**config.mk**
```make
export PLATFORM = sky130hd
export DESIGN_NAME = ssp_queue
export DESIGN_NICKNAME = d
export VERILOG_FILES = /design/src/rtl/ssp_pkg.sv /design/src/rtl/ssp_queue.sv
export SDC_FILE = /design/constraint.sdc
export NUM_CORES = 1
export LEC_CHECK = 0
export BUFFER_PORTS_ARGS = -buffer_cell sky130_fd_sc_hd__buf_2
export CAP_MARGIN = 20
export CORE_UTILIZATION = 40
export DETAILED_ROUTE_END_ITERATION = 8
export PLACE_DENSITY = 0.68
export RECOVER_POWER = 25
export SLEW_MARGIN = 20
export SYNTH_ARGS = -nofsm -noshare
export SYNTH_HDL_FRONTEND = slang
export SYNTH_SLANG_ARGS = --single-unit
```
**constraint.sdc**
```tcl
create_clock -name clk -period 33.2 [get_ports clk]
set_input_delay 6.64 -clock clk [delete_from_list [all_inputs] [get_ports clk]]
set_output_delay 6.64 -clock clk [all_outputs]
set_load 0.01 [all_outputs]
```
**src/rtl/ssp_pkg.sv**
```systemverilog
`default_nettype none
package ssp_pkg;

  localparam int SQRT_LAT    = 32;
  localparam int DIV_LAT     = 64;
  localparam int MUL_LAT     = 3;
  localparam int FRONT_LAT   = 3;
  localparam int QUEUE_DEPTH = 8;
  localparam int QPTR_W      = 3;
  localparam int QCNT_W      = 4;
  localparam int BACK_LAT    = SQRT_LAT + DIV_LAT + 2 * MUL_LAT + 3;

  localparam logic [47:0] RSQ_MAX = 48'hFFFF_FFFF_FFFF;

  typedef enum logic [1:0] {
    CFG_STRENGTH      = 2'd0,
    CFG_REST_DISTANCE = 2'd1,
    CFG_CUTOFF_SQ     = 2'd2,
    CFG_ENERGY_ENABLE = 2'd3
  } cfg_reg_t;

  // One classified pair as it crosses from the front to the back.
  typedef struct packed {
    logic [2:0][31:0] mag;
    logic [2:0]       neg;
    logic [47:0]      rsq;
    logic             in_range;
  } pair_word_t;

  typedef struct packed {
    logic [QCNT_W-1:0] count;
    logic              nearly_full;
  } queue_status_t;

  typedef struct packed {
    logic [31:0] strength;
    logic [30:0] rest_distance;
    logic        energy_enable;
  } coef_t;

endpackage
`default_nettype wire

```
**src/rtl/ssp_queue.sv**
```systemverilog
`default_nettype none
module ssp_queue (
  input  logic                   clk,
  input  logic                   rst,
  input  logic                   push,
  input  ssp_pkg::pair_word_t    push_word,
  output logic                   pop_valid,
  output ssp_pkg::pair_word_t    pop_word,
  output ssp_pkg::queue_status_t status
);
  import ssp_pkg::*;

  pair_word_t        slot [QUEUE_DEPTH];
  logic [QPTR_W-1:0] wr_ptr, rd_ptr;
  logic [QCNT_W-1:0] count, count_next;
  logic              pop;

  // The back takes a word every cycle one is there.
  assign pop       = (count != '0);
  assign pop_valid = pop;
  assign pop_word  = slot[rd_ptr];

  assign status.count       = count;
  assign status.nearly_full = (count >= QCNT_W'(QUEUE_DEPTH - FRONT_LAT));

  always_comb begin
    unique case ({push, pop})
      2'b10:   count_next = count + QCNT_W'(1);
      2'b01:   count_next = count - QCNT_W'(1);
      default: count_next = count;
    endcase
  end

  always_ff @(posedge clk) begin
    if (push) begin
      slot[wr_ptr] <= push_word;
    end
  end

  always_ff @(posedge clk) begin
    if (rst) begin
      wr_ptr <= '0;
      rd_ptr <= '0;
      count  <= '0;
    end else begin
      if (push) begin
        wr_ptr <= wr_ptr + QPTR_W'(1);
      end
      if (pop) begin
        rd_ptr <= rd_ptr + QPTR_W'(1);
      end
      count <= count_next;
    end
  end

  a_no_overflow: assert property (@(posedge clk) disable iff (rst)
    push |-> (count != QCNT_W'(QUEUE_DEPTH)) || pop)
    else $error("queue written while full");

  a_ptr_count: assert property (@(posedge clk) disable iff (rst)
    (QPTR_W'(wr_ptr - rd_ptr) == count[QPTR_W-1:0]))
    else $error("queue pointers disagree with fill count");

endmodule
`default_nettype wire

```
==> impl_metrics.ini <==
[detailed_routing]
routed_wl_um = 90900
wire_per_inst_um = 24.2
avgViaCountPerCell = 5.24
drt_pre_antenna_iters = 5
vias = 19700
drc = 0
detail-route-antenna-nets = 0
first_iter_violations = 1496

[yosys]
synthTopCellsByArea = edfxtp_1 (79%), mux4_2 (15%), mux2_2 (3.7%)
yosys_warnings = 0
synth_cells = 1781
synth_nets = 1937
ys_seq_area_frac = 0.795
ys_dominant_reg_cell = edfxtp_1
netlist.area_leader.share = 0.789
avgSynthCellArea_sq_um = 25.3
async_flop_share = 0
synthDistinctLibCells = 26
syn_area_sq_um = 45000
yosysMostFrequentCell = edfxtp_1
synth.ff_latch_count = 1197
yosysTopAreaCell = edfxtp_1
synth-edff-count = 1184
synthTopCellsByCount = edfxtp_1 (1184), mux4_2 (296), mux2_2 (149)

[place]
gp_congestion = 0.708
dp_hpwl_um = 49600
io_buffers = 304

[sta]
worstMarginPinSlew_ns = 1.09
max_freq_mhz = 86.4
period_needed_ns = 11.58
fin_skew_ns = 0.0250
relSlewSlack = 0.274
slew_viol_final = 0
setup_viol = 0
tns_ns = 0
rsz0062_at_grt = no
post-route-period-util = 0.349
finalHoldViolations = 0

[worst_setup_path]
crit_path_max_fanout = 46
end_kind = output pin
ff2ff_path_depth = 4
slowest_delay_ns = 0.83
cp_cell_sequence = buf_4 -> buf_4 -> buf_4 -> mux4_2 -> mux2_2 -> buf_2
reg2reg_slack_ns = 30.13
arrival_ns = 4.94
crit_type = reg -> out
r2r_end = slot[1][117]$_DFFE_PP_
cp_data_required_time_ns = 26.56
cpLargestDelayFamily = buffers and inverters
crit_buf_inv = 4
crit_path_start_kind = flip-flop
path_depth = 6
rr_startpoint = wr_ptr[2]$_SDFFE_PP0P_
crit_path_top_delay_cell = buf_4
path_common_cell = buf_4

[clock_tree]
cts-buffers-inserted = 119
clock-sinks = 1197
holdBufCountCts = 0
cts-resized-gates = 0
clk_path_buf_depth = 3
clk_pin_slew_ns = 0.06
clk-insertion-delay-late_ns = 0.70
cts-root-buf = clkbuf_16
cts_tree = built
cts_setup_buffers = 0
ctsHtreeMaxLevel = 3

[power]
power.leakage_nw = 16.3
powerDensity_nw_per_um2 = 74.9
peakVddDrop_v = 0.0000545

[min_path]
hold_start = rd_ptr[1]$_SDFFE_PP0N_
hold_depth = 2
min_path_type = reg -> reg

[final_layout]
fin_util = 0.470
synthToLayoutAreaGrowth_pct = 16.0
drive_gt1_frac = 0.391
fin_nets = 2321

[floorplan]
row_count = 122
die_w_um = 338
die_h_um = 338
pin_count = 305
dieArea_sq_um = 114000
core_sq_um = 111000
floorplan.initialDensity = 0.405

[global_routing]
grt-ovfl-total = 0
grt.total_usage = 0.159
grt_max_degree = 78
antenna_found_initial = 18
first_global_vias = 21200
grt_first_pass_wirelength_um = 134000

[run_status]
outcome = finished clean

[job]
cap_violations = 0
==> worst max-delay path by stage <==
stage                   start                   end  slack (ns)
floorplan                push  slot[0][0]$_DFFE_PP_       15.46
global placement    flip-flop          pop_word[93]       21.72
detailed placement  flip-flop          pop_word[93]       21.66
CTS                 flip-flop         pop_word[114]       20.87
global route        flip-flop         pop_word[120]       21.13
finish              flip-flop         pop_word[114]       21.62
==> metal layers <==
metal,wire [um],track usage,vias to the layer above
met5,195,0,-
met4,1680,0.0442,30
met3,6020,0.0403,144
met2,46200,0.268,531
met1,36900,0.204,10600
li1,-,-,8443
==> metrics by stage <==
stage | hold slack [ns] | worst slack [ns] | instance area, sq um | power, mW | cells
floorplan | 0.485 | 15.46 | 45000 | 2.37 | 1781
global placement | 0.504 | 21.72 | 48300 | 2.59 | 3528
detailed placement | 0.527 | 21.66 | 48300 | 2.60 | 3531
CTS | 0.542 | 20.87 | 52400 | 3.97 | 3758
global route | 0.567 | 21.13 | 52300 | 4.07 | 3759
finish | 0.537 | 21.62 | 52300 | 3.91 | 3762
==> layout make-up <==
cell class | count | area, sq um
multi-input combinational | 497 | 8740
inverter | 1 | 3.75
fill | 9044 | 58900
antenna | 3 | 7.51
clock buffer | 142 | 3110
clock inverter | 85 | 921
tap | 1488 | 1860
sequential | 1197 | 35800
timing repair buffer | 349 | 1810
==> where the power goes <==
group          switching, mW  total, mW  internal [mW]  leakage, nW
clock network          0.559       1.36          0.801         1.97
logic                  0.397      0.819          0.422         3.49
registers             0.0293       1.74           1.71         10.9
total                  0.985       3.91           2.93         16.3
==> cell usage in the layout, fill, tap and decap left out, types with 2 or more instances in the layout <==
| cell | synthesis | layout |
|---|---|---|
| nor2_4 | 0 | 6 |
| o21ai_0 | 2 | 2 |
| inv_6 | 0 | 6 |
| xnor2_1 | 3 | 3 |
| buf_2 | 14 | 206 |
| clkinvlp_4 | 0 | 5 |
| clkbuf_1 | 28 | 118 |
| mux4_2 | 296 | 296 |
| clkbuf_16 | 0 | 120 |
| ha_1 | 4 | 4 |
| buf_12 | 0 | 2 |
| clkinv_1 | 0 | 26 |
| clkinv_16 | 0 | 2 |
| mux2_2 | 149 | 149 |
| nor2_1 | 17 | 11 |
| nand2b_1 | 4 | 4 |
| nor3_2 | 0 | 2 |
| edfxtp_1 | 1184 | 1184 |
| xor2_1 | 4 | 4 |
| dfxtp_1 | 13 | 10 |
| clkbuf_8 | 0 | 2 |
| mux2i_1 | 3 | 3 |
| dfxtp_4 | 0 | 3 |
| diode_2 | 0 | 3 |
| buf_4 | 0 | 39 |
| bufinv_16 | 0 | 17 |
| nand2_1 | 4 | 4 |
| buf_6 | 27 | 2 |
| buf_16 | 0 | 2 |
| clkinv_2 | 0 | 27 |
| a21oi_1 | 2 | 2 |
==> kinds of logic after synthesis <==
family / share of synthesized area
multiplexers: 0.186
adder cells (fa/ha/maj): 0.00156
XOR/XNOR: 0.00136
buffers and inverters: 0.0121
AND/OR/NAND/NOR: 0.00333
flip-flops: 0.795
AO/OA/AOI/OAI: 0.000639
==> tightest hold or removal path, cell delays in order (launching register included) <==
cell,delay (ns)
dfxtp_1,0.31
mux2i_1,0.12
nor2_1,0.06
==> registers in the layout, indices dropped and copies added, names as in the netlist, named ones only <==
name and cells:
count 4, rd_ptr 3, slot 1184, wr_ptr 3
No activity file was read; power rests on OpenSTA's default activity.
